**src/mtis_pkg.sv**
```systemverilog
// Package: item types and constants for the missing-tooth ignition scheduler.
`timescale 1ns / 1ps
package mtis_pkg;

  localparam logic [1:0] CMD_TOOTH    = 2'd0;
  localparam logic [1:0] CMD_OVERFLOW = 2'd1;
  localparam logic [1:0] CMD_WRITE    = 2'd2;

  localparam logic [1:0] ACT_NONE   = 2'd0;
  localparam logic [1:0] ACT_FIRE   = 2'd1;
  localparam logic [1:0] ACT_CHARGE = 2'd2;
  localparam logic [1:0] ACT_STALL  = 2'd3;

  localparam logic [15:0] STALL_LIMIT = 16'd2;

  typedef struct packed {
    logic [1:0]  command;
    logic [15:0] capture_count;
    logic [2:0]  entry_index;
    logic [5:0]  fire_tooth;
    logic [7:0]  fire_degrees;
    logic [5:0]  charge_tooth;
    logic [7:0]  charge_degrees;
    logic [7:0]  port_mask;
  } in_item_t;

  typedef struct packed {
    logic [1:0]  action;
    logic [7:0]  drive_mask;
    logic [31:0] delay_ticks;
    logic        synced;
    logic        running;
    logic        revolution_done;
    logic [31:0] revolution_period;
    logic [5:0]  tooth_number;
    logic [15:0] sync_failures;
  } out_item_t;

  typedef struct packed {
    logic [5:0] fire_tooth;
    logic [7:0] fire_degrees;
    logic [5:0] charge_tooth;
    logic [7:0] charge_degrees;
    logic [7:0] port_mask;
  } coil_entry_t;

endpackage

```
**src/missing_tooth_ignition_scheduler.sv**
```systemverilog
// Top level: crank wheel decoder with memory-resident coil table and ignition scheduler.
`timescale 1ns / 1ps
// One item is handled at a time. An overflow, a table write, an unknown command
// or a tooth edge that leaves the wheel out of sync goes from acceptance
// straight to the output state. A tooth edge in sync first scans the N coil
// entries in use (N is driver_count, capped at MAX_COILS): the coil table is a
// synchronous memory, and the scheduler reads it one entry at a time, with the
// address presented in a read state and the data checked in a check state,
// first from last to first for a fire match, then, if none is found, from first
// to last for a charge match (both banks are read together at one address).
// The delay is computed in S_DIV, S_FIX, S_MUL and S_SUM: one constant multiply
// by the reciprocal of TOOTH_DEGREES with a correction, one 32x8 multiply, then
// add and shift. The result sits in an output register; the next item is taken
// once that register is empty or being drained. No clearing pass is needed.
module missing_tooth_ignition_scheduler #(
  parameter int WHEEL_TEETH   = 36,
  parameter int TOOTH_DEGREES = 10,
  parameter int MAX_COILS     = 8
) (
  input  logic                     clk,
  input  logic                     rst,
  input  logic                     in_valid,
  output logic                     in_stall,
  input  mtis_pkg::in_item_t       in_item,
  output logic                     out_valid,
  input  logic                     out_stall,
  output mtis_pkg::out_item_t      out_item,
  input  logic                     cfg_valid,
  output logic                     cfg_ready,
  input  logic [3:0]               cfg_data
);

  localparam int IW = (MAX_COILS > 1) ? $clog2(MAX_COILS) : 1;
  localparam int CW = $clog2(MAX_COILS + 1);
  localparam logic [5:0] LAST_TOOTH = 6'(WHEEL_TEETH - 1);
  // reciprocal for p / TOOTH_DEGREES: floor(p*R >> 32) is at most one low
  localparam logic [32:0] RECIP = 33'((64'd1 << 32) / 64'(TOOTH_DEGREES));

  typedef enum logic [3:0] {
    S_IDLE, S_FIRE_RD, S_FIRE_CHK, S_CHG_RD, S_CHG_CHK,
    S_DIV, S_FIX, S_MUL, S_SUM, S_OUT
  } state_t;

  state_t state;
  logic [3:0] driver_count;

  // architectural state
  logic [5:0]  tooth_counter;
  logic [31:0] previous_tooth_period;
  logic [31:0] revolution_accumulator;
  logic [31:0] completed_revolution;
  logic [15:0] overflow_counter;
  logic        sync_flag, running_flag, active_bank;
  logic [15:0] failure_counter;

  // coil table: one row per entry index holds both banks
  mtis_pkg::coil_entry_t mem_b0 [MAX_COILS];
  mtis_pkg::coil_entry_t mem_b1 [MAX_COILS];
  mtis_pkg::coil_entry_t rd_b0, rd_b1;
  logic [IW-1:0] rd_addr;

  // per-item work registers
  logic [31:0] p;
  logic [5:0]  next_tooth;
  logic        swapped, prev_bank, rev_done;
  logic [CW-1:0] idx;
  logic [CW-1:0] n_use;
  logic [1:0]  action;
  logic [7:0]  mask;
  logic [7:0]  deg;
  logic        dbl;
  logic [64:0] quot_prod;
  logic [31:0] quot;
  logic [39:0] scaled;
  logic        out_full;

  wire accept = in_valid && !in_stall;
  assign in_stall  = (state != S_IDLE) || (out_full && out_stall);
  assign cfg_ready = (state == S_IDLE) && !out_full;
  assign out_valid = out_full;

  wire [IW-1:0] wr_idx = IW'(in_item.entry_index);
  wire wr_ok = (32'(in_item.entry_index) < 32'(MAX_COILS));
  wire mtis_pkg::coil_entry_t wr_entry = '{in_item.fire_tooth, in_item.fire_degrees,
      in_item.charge_tooth, in_item.charge_degrees, in_item.port_mask};

  // memory
  always_ff @(posedge clk) begin
    if (accept && in_item.command == mtis_pkg::CMD_WRITE && wr_ok) begin
      if (active_bank) mem_b0[wr_idx] <= wr_entry;
      else mem_b1[wr_idx] <= wr_entry;
    end
    rd_b0 <= mem_b0[rd_addr];
    rd_b1 <= mem_b1[rd_addr];
  end

  mtis_pkg::coil_entry_t cur_e, old_e;
  assign cur_e = active_bank ? rd_b1 : rd_b0;
  assign old_e = prev_bank ? rd_b1 : rd_b0;

  // tooth edge front end
  logic [31:0] cap_p;
  logic [32:0] limit;
  logic        gap;
  logic [32:0] acc_sum, rev_sum;
  logic [5:0]  tooth_new;
  logic [5:0]  nxt_raw;
  always_comb begin
    cap_p    = {overflow_counter, in_item.capture_count};
    limit    = 33'(previous_tooth_period) + 33'(previous_tooth_period >> 1);
    gap      = 33'(cap_p) > limit;
    acc_sum  = 33'(revolution_accumulator) + 33'(cap_p);
    rev_sum  = 33'(revolution_accumulator) + 33'(cap_p >> 1);
    tooth_new = gap ? 6'd1 : tooth_counter + 6'd1;
    nxt_raw  = tooth_new + 6'd1;
  end

  logic [IW-1:0] idx_m1;
  assign idx_m1 = IW'(idx - CW'(1));
  // address presented in the read state, data checked in the following one
  assign rd_addr = (state == S_FIRE_RD) ? idx_m1 : idx[IW-1:0];

  always_ff @(posedge clk) begin
    if (rst) begin
      state <= S_IDLE;
      driver_count <= 4'd1;
      tooth_counter <= '0;
      previous_tooth_period <= '0;
      revolution_accumulator <= '0;
      completed_revolution <= '0;
      overflow_counter <= '0;
      sync_flag <= 1'b0;
      running_flag <= 1'b0;
      active_bank <= 1'b0;
      failure_counter <= '0;
      out_full <= 1'b0;
    end else begin
      if (out_full && !out_stall) out_full <= 1'b0;
      if (cfg_valid && cfg_ready) driver_count <= cfg_data;
      case (state)
        S_IDLE: begin
          if (accept) begin
            action <= mtis_pkg::ACT_NONE;
            mask <= '0;
            dbl <= 1'b0;
            deg <= '0;
            rev_done <= 1'b0;
            swapped <= 1'b0;
            state <= S_OUT;
            n_use <= (32'(driver_count) > 32'(MAX_COILS)) ? CW'(MAX_COILS) : CW'(driver_count);
            case (in_item.command)
              mtis_pkg::CMD_OVERFLOW: begin
                if (overflow_counter != 16'hFFFF) begin
                  if (overflow_counter + 16'd1 > mtis_pkg::STALL_LIMIT) begin
                    action <= mtis_pkg::ACT_STALL;
                    mask <= 8'hFF;
                    running_flag <= 1'b0;
                  end
                  overflow_counter <= overflow_counter + 16'd1;
                end else begin
                  action <= mtis_pkg::ACT_STALL;
                  mask <= 8'hFF;
                  running_flag <= 1'b0;
                end
              end
              mtis_pkg::CMD_TOOTH: begin
                prev_bank <= active_bank;
                if (gap) begin
                  p <= cap_p >> 1;
                  previous_tooth_period <= cap_p >> 1;
                  revolution_accumulator <= cap_p >> 1;
                  if (tooth_counter != LAST_TOOTH) begin
                    sync_flag <= 1'b0;
                    if (failure_counter != 16'hFFFF) failure_counter <= failure_counter + 16'd1;
                  end else begin
                    sync_flag <= 1'b1;
                    completed_revolution <= rev_sum[32] ? 32'hFFFF_FFFF : rev_sum[31:0];
                    swapped <= 1'b1;
                    active_bank <= ~active_bank;
                    rev_done <= 1'b1;
                    running_flag <= 1'b1;
                  end
                end else begin
                  p <= cap_p;
                  previous_tooth_period <= cap_p;
                  revolution_accumulator <= acc_sum[32] ? 32'hFFFF_FFFF : acc_sum[31:0];
                end
                tooth_counter <= tooth_new;
                next_tooth <= (32'(nxt_raw) >= WHEEL_TEETH || nxt_raw == 6'd0)
                              ? 6'd0 : nxt_raw;
                overflow_counter <= '0;
                idx <= (32'(driver_count) > 32'(MAX_COILS)) ? CW'(MAX_COILS)
                       : CW'(driver_count);
                if ((gap && tooth_counter == LAST_TOOTH) || (!gap && sync_flag))
                  state <= S_FIRE_RD;
              end
              default: ;
            endcase
          end
        end
        // fire pass: idx counts down, reading entry idx-1
        S_FIRE_RD: begin
          if (idx == '0) begin
            idx <= '0;
            state <= S_CHG_RD;
          end else begin
            state <= S_FIRE_CHK;
          end
        end
        S_FIRE_CHK: begin
          if (cur_e.fire_tooth == next_tooth) begin
            action <= mtis_pkg::ACT_FIRE;
            mask <= cur_e.port_mask;
            deg <= cur_e.fire_degrees;
            state <= S_DIV;
          end else begin
            idx <= idx - CW'(1);
            state <= S_FIRE_RD;
          end
        end
        S_CHG_RD: begin
          if (idx >= n_use) begin
            state <= S_OUT;
          end else begin
            state <= S_CHG_CHK;
          end
        end
        S_CHG_CHK: begin
          state <= S_DIV;
          action <= mtis_pkg::ACT_CHARGE;
          if (cur_e.charge_tooth == next_tooth) begin
            mask <= cur_e.port_mask;
            deg <= cur_e.charge_degrees;
          end else if (next_tooth == 6'd0 && cur_e.charge_tooth == 6'd1) begin
            mask <= cur_e.port_mask;
            deg <= cur_e.charge_degrees;
            dbl <= 1'b1;
          end else if (swapped && old_e.charge_tooth == next_tooth) begin
            mask <= old_e.port_mask;
            deg <= old_e.charge_degrees;
          end else begin
            action <= mtis_pkg::ACT_NONE;
            idx <= idx + CW'(1);
            state <= S_CHG_RD;
          end
        end
        S_DIV: begin
          quot_prod <= 65'(p) * 65'(RECIP);
          state <= S_FIX;
        end
        S_FIX: begin
          if (64'(p) - 64'(quot_prod[63:32]) * 64'(TOOTH_DEGREES) >= 64'(TOOTH_DEGREES))
            quot <= quot_prod[63:32] + 32'd1;
          else
            quot <= quot_prod[63:32];
          state <= S_MUL;
        end
        S_MUL: begin
          scaled <= 40'(quot) * 40'(deg);
          state <= S_SUM;
        end
        S_SUM: begin
          // sum of up to 2p + scaled fits in 42 bits
          begin : sum_blk
            logic [41:0] s;
            logic [39:0] q;
            s = (dbl ? {9'd0, p, 1'b0} : {10'd0, p}) + {2'd0, scaled};
            q = s[41:2];
            quot_prod <= {25'd0, (q > 40'hFF_FFFF_FFFF >> 8) ? 32'hFFFF_FFFF : q[31:0], 8'd0};
          end
          state <= S_OUT;
        end
        S_OUT: begin
          out_full <= 1'b1;
          out_item.action <= action;
          out_item.drive_mask <= mask;
          out_item.delay_ticks <= (action == mtis_pkg::ACT_FIRE || action == mtis_pkg::ACT_CHARGE)
                                  ? quot_prod[39:8] : 32'd0;
          out_item.synced <= sync_flag;
          out_item.running <= running_flag;
          out_item.revolution_done <= rev_done;
          out_item.revolution_period <= completed_revolution;
          out_item.tooth_number <= tooth_counter;
          out_item.sync_failures <= failure_counter;
          state <= S_IDLE;
        end
        default: state <= S_IDLE;
      endcase
    end
  end

  // a result is never overwritten before it is taken
  assert property (@(posedge clk) disable iff (rst)
    (state == S_OUT) |-> (!out_full || !out_stall))
    else $error("result register overrun");
  // no item enters while the scheduler is busy
  assert property (@(posedge clk) disable iff (rst)
    (state != S_IDLE) |-> in_stall)
    else $error("item accepted while busy");
  // a stall report always drives every pin
  assert property (@(posedge clk) disable iff (rst)
    (out_valid && out_item.action == mtis_pkg::ACT_STALL) |-> out_item.drive_mask == 8'hFF)
    else $error("stall without full mask");

endmodule
```
**config.mk**
```make
export PLATFORM = sky130hd
export DESIGN_NAME = missing_tooth_ignition_scheduler
export DESIGN_NICKNAME = d
export VERILOG_FILES = /design/src/mtis_pkg.sv /design/src/missing_tooth_ignition_scheduler.sv
export SDC_FILE = /design/constraint.sdc
export NUM_CORES = 2
export LEC_CHECK = 0
export ABC_AREA = 1
export BUFFER_PORTS_ARGS = -buffer_cell sky130_fd_sc_hd__buf_2
export CORE_UTILIZATION = 46
export CTS_BUF_LIST = sky130_fd_sc_hd__clkbuf_8
export DETAILED_ROUTE_END_ITERATION = 8
export PLACE_DENSITY = 0.61
export REMOVE_ABC_BUFFERS = 1
export SLEW_MARGIN = 20
export SYNTH_ARGS = -nofsm -noshare
export SYNTH_HDL_FRONTEND = slang
export SYNTH_SLANG_ARGS = --single-unit
```
**constraint.sdc**
```tcl
create_clock -name clk -period 8 [get_ports clk]
set_input_delay 0.4 -clock clk [delete_from_list [all_inputs] [get_ports clk]]
set_output_delay 0.4 -clock clk [all_outputs]
set_load 0.02 [all_outputs]
```
==> qor.txt <==
Source of the worst register-to-register timing path = p[7]
Type of the most critical hold path = in2reg
Sink count of the clock tree = 1083
Synth Register Bits = 1083
Average size of a mapped cell = 9.31 sq um
Number of DRC markers after the initial detailed-route iteration = 4825
Detailed-route via count = 59700
Total core area = 0.167 sq mm
Final period util = 0.948
Kind of critical path = reg2reg
Vias in the first global route = 58600
Top fanout value on the critical path = 6
Average wire per standard cell = 21.6 microns
RSZ-0062 raised after global routing = false
Measured slew at the worst slew-check pin = 1070 ps
Endpoint, Worst Hold = overflow_counter[9]
Routability congestion estimate from global placement = 1.00
Placed standard-cell area = 0.0813 sq mm
Inst Count DP = 10600
Min Tclk post-route = 7590 ps
Endpoint of the lowest-slack register-to-register path = quot_prod[51]
Number of distinct library cells after synthesis = 67
Worst Reg2Reg Path Length in Cells = 24
Number of failing hold endpoints at the final stage = 0
Seq/Total Area, Yosys = 0.391
Worst reg2reg setup slack = 410 ps
Overflow left after global routing = 0
Warning count from the yosys run = 0
Total routed wirelength = 237000 microns
Y dimension of the die = 413 microns
# IOs = 168
Depth of the CTS H-tree = 4
Number of placement rows = 150
Final-report max-slew violation count = 0
Number of remaining DRC errors = 0
Clock-pin slew of the registers on the worst-case setup and hold paths = 60 ps
Worst path required time = 8640 ps
Count of mapped cells out of synthesis = 8343
Post-synth EDFFs = 865
Max-slew headroom at the worst pin = 0.285
Max frequency = 0.132 GHz
Number of nets in the final layout = 9891
Share of async-settable or async-resettable flops after synthesis = 0
Pin count of the biggest net entering global routing = 195
Overall track demand over capacity in global routing = 0.279
Latest clock arrival within the worst-skew pair = 970 ps
Antenna violations before repair = 8
WP data arrival = 8230 ps
Max-cap violations = 0
Number of search-and-repair iterations in the first detailed-routing pass = 6
Total of fill cells in the finished design = 15600
Starting density of the core = 0.464
Most common library cell in the layout ignoring fill and taps = sky130_fd_sc_hd__inv_1
Prevailing post-synth register cell = sky130_fd_sc_hd__edfxtp_1
Post-route cell area = 0.0858 sq mm
CTS tree = built
Post-route non-filler standard cell count = 11000
Maximum buffer depth of the clock tree = 3
Via-per-instance ratio = 5.43
Mapped Area = 0.0777 sq mm
CTS Root Cell = sky130_fd_sc_hd__clkbuf_8
Hold wc startpoint = in_item[56]
Number of buffers inserted by port buffering = 167
Final TNS setup = 0 ps
First-pass GRT wire length = 359000 microns
Fraction of layout instances using a drive strength above 1 = 0.0763
Number of stages on the worst hold path = 5
Final setup violating endpoints = 0
Post-DP HPWL = 178000 microns
Commonest cells after routing, fill and taps aside = sky130_fd_sc_hd__inv_1, sky130_fd_sc_hd__nand2_1, sky130_fd_sc_hd__edfxtp_1
Category of the worst setup path capture point = flop
Die outline area = 0.170 sq mm
Horizontal extent of the die = 413 microns
TritonCTS buffer count = 183
Final clock skew = 81.4 ps
Antenna viol nets, final = 0
Run status = completed
Launching element type of the critical path = flop
Synth-to-layout area growth = 10.5%
## metrics by stage
| step | setup WS (ps) | utilization | hold WS, ps |
|---|---|---|---|
| global placement | 507 | 0.485 | 412 |
| CTS | 443 | 0.513 | 19.4 |
| detailed placement | 409 | 0.486 | 408 |
| global route | 37.3 | 0.513 | 149 |
| floorplan | -1620 | - | 400 |
| finish | 413 | 0.513 | 188 |
## cells in the mapped netlist, drive strengths merged, types with 3 or more instances
| cell | n | area share |
|---|---|---|
| a211oi | 6 | 0.00064 |
| a21oi | 451 | 0.029 |
| and3 | 11 | 0.00089 |
| o31ai | 6 | 0.00064 |
| a221oi | 4 | 0.00045 |
| o21bai | 22 | 0.0021 |
| nor4 | 34 | 0.0027 |
| o221ai | 18 | 0.0020 |
| mux2 | 72 | 0.010 |
| nand2 | 1300 | 0.063 |
| mux2i | 6 | 0.00077 |
| nand3b | 6 | 0.00058 |
| ha | 666 | 0.11 |
| o22ai | 154 | 0.012 |
| o311ai | 3 | 0.00034 |
| edfxtp | 865 | 0.33 |
| buf | 41 | 0.0027 |
| nor3b | 6 | 0.00064 |
| dfxtp | 218 | 0.056 |
| or2 | 15 | 0.0012 |
| xor2 | 170 | 0.019 |
| o211ai | 45 | 0.0043 |
| nand4 | 42 | 0.0034 |
| o21ai | 685 | 0.044 |
| nor2 | 811 | 0.039 |
| clkbuf | 213 | 0.011 |
| o21a | 26 | 0.0025 |
| a21boi | 18 | 0.0018 |
| inv | 1386 | 0.067 |
| clkinv | 3 | 0.00014 |
| a21o | 43 | 0.0042 |
| a31oi | 53 | 0.0043 |
| and2 | 8 | 0.00064 |
| nand3 | 217 | 0.014 |
| xnor2 | 106 | 0.012 |
| o2111ai | 6 | 0.00068 |
| nor3 | 66 | 0.0044 |
| a41oi | 3 | 0.00034 |
| fa | 530 | 0.14 |
## cells by family (layout without fill, tap and decap cells)
group | Yosys count | count (layout) | share of synthesized area
AO/OA/AOI/OAI | 1550 | 1550 | 0.111
flip-flops | 1083 | 1083 | 0.391
buffers and inverters | 1643 | 2085 | 0.0806
XOR/XNOR | 276 | 276 | 0.0311
adder cells (fa/ha/maj) | 1196 | 1196 | 0.244
other | 0 | 5 | 0
AND/OR/NAND/NOR | 2517 | 2517 | 0.131
multiplexers | 78 | 78 | 0.0112
## sequential cells by signal, indices dropped and copies added, names as in the netlist, 30 cells and up
| register | count |
|---|---|
| rd_b1 | 36 |
| completed_revolution | 32 |
| revolution_accumulator | 32 |
| p | 32 |
| quot | 30 |
| out_item | 99 |
| mem_b0 | 288 |
| rd_b0 | 36 |
| scaled | 40 |
| quot_prod | 53 |
| mem_b1 | 288 |
| previous_tooth_period | 32 |
## worst max path at each step
stage,startpoint,to,slack [ps],cells past startpoint
floorplan,state[0],rd_b0[0],-1620,10
global placement,p[2],quot_prod[51],510,24
detailed placement,p[9],quot_prod[44],410,24
CTS,p[9],quot_prod[44],440,24
global route,p[9],quot_prod[44],40,24
finish,p[7],quot_prod[51],410,24
## metal layers
metal	vias to the layer above	wire, microns	part of all wire	GRT usage
met3	286	13800	0.058	0.0411
met1	29300	108000	0.46	0.396
met5	-	45	0.00019	0
met4	8	5230	0.022	0.0702
met2	1823	110000	0.46	0.446
li1	28300	-	-	-
## worst max-delay path, stage by stage, from the launching register on
cell and delay [ps]:
sky130_fd_sc_hd__edfxtp_1 460, sky130_fd_sc_hd__ha_1 450, sky130_fd_sc_hd__inv_1 160, sky130_fd_sc_hd__fa_1 560
sky130_fd_sc_hd__inv_1 60, sky130_fd_sc_hd__fa_1 540, sky130_fd_sc_hd__inv_1 90, sky130_fd_sc_hd__fa_1 550
sky130_fd_sc_hd__inv_1 60, sky130_fd_sc_hd__fa_1 520, sky130_fd_sc_hd__fa_1 540, sky130_fd_sc_hd__fa_1 550
sky130_fd_sc_hd__inv_1 60, sky130_fd_sc_hd__fa_1 500, sky130_fd_sc_hd__inv_1 40, sky130_fd_sc_hd__ha_1 370
sky130_fd_sc_hd__a21o_1 220, sky130_fd_sc_hd__a31oi_1 200, sky130_fd_sc_hd__inv_1 100, sky130_fd_sc_hd__a21oi_1 390
sky130_fd_sc_hd__o21ai_0 320, sky130_fd_sc_hd__nand2_1 130, sky130_fd_sc_hd__o211ai_1 160, sky130_fd_sc_hd__o21ai_0 180
sky130_fd_sc_hd__a21oi_1 80
## what timing repair did
action                                  CTS  global route
hold buffers                             79             0
endpoints found under the setup margin    0             1
resized for setup                         0             1
setup buffers                             0             0
hold endpoints to repair                675             0
## cell type report
class                           instances  area, sq um  share of cell area
Tap cell                             2204         2760              0.0321
Sequential cell                      1083        30300               0.353
Inverter                             1389         5220              0.0608
Clock buffer                          198         2730              0.0317
Multi-Input combinational cell       5617        41300               0.481
Timing Repair Buffer                  355         2480              0.0289
Clock inverter                        143         1010              0.0117
Antenna cell                            5         12.5            0.000146
Power is left out: the tool's default activity adds up to more than one toggle a clock period on the data nets, which glitch-free logic cannot reach.
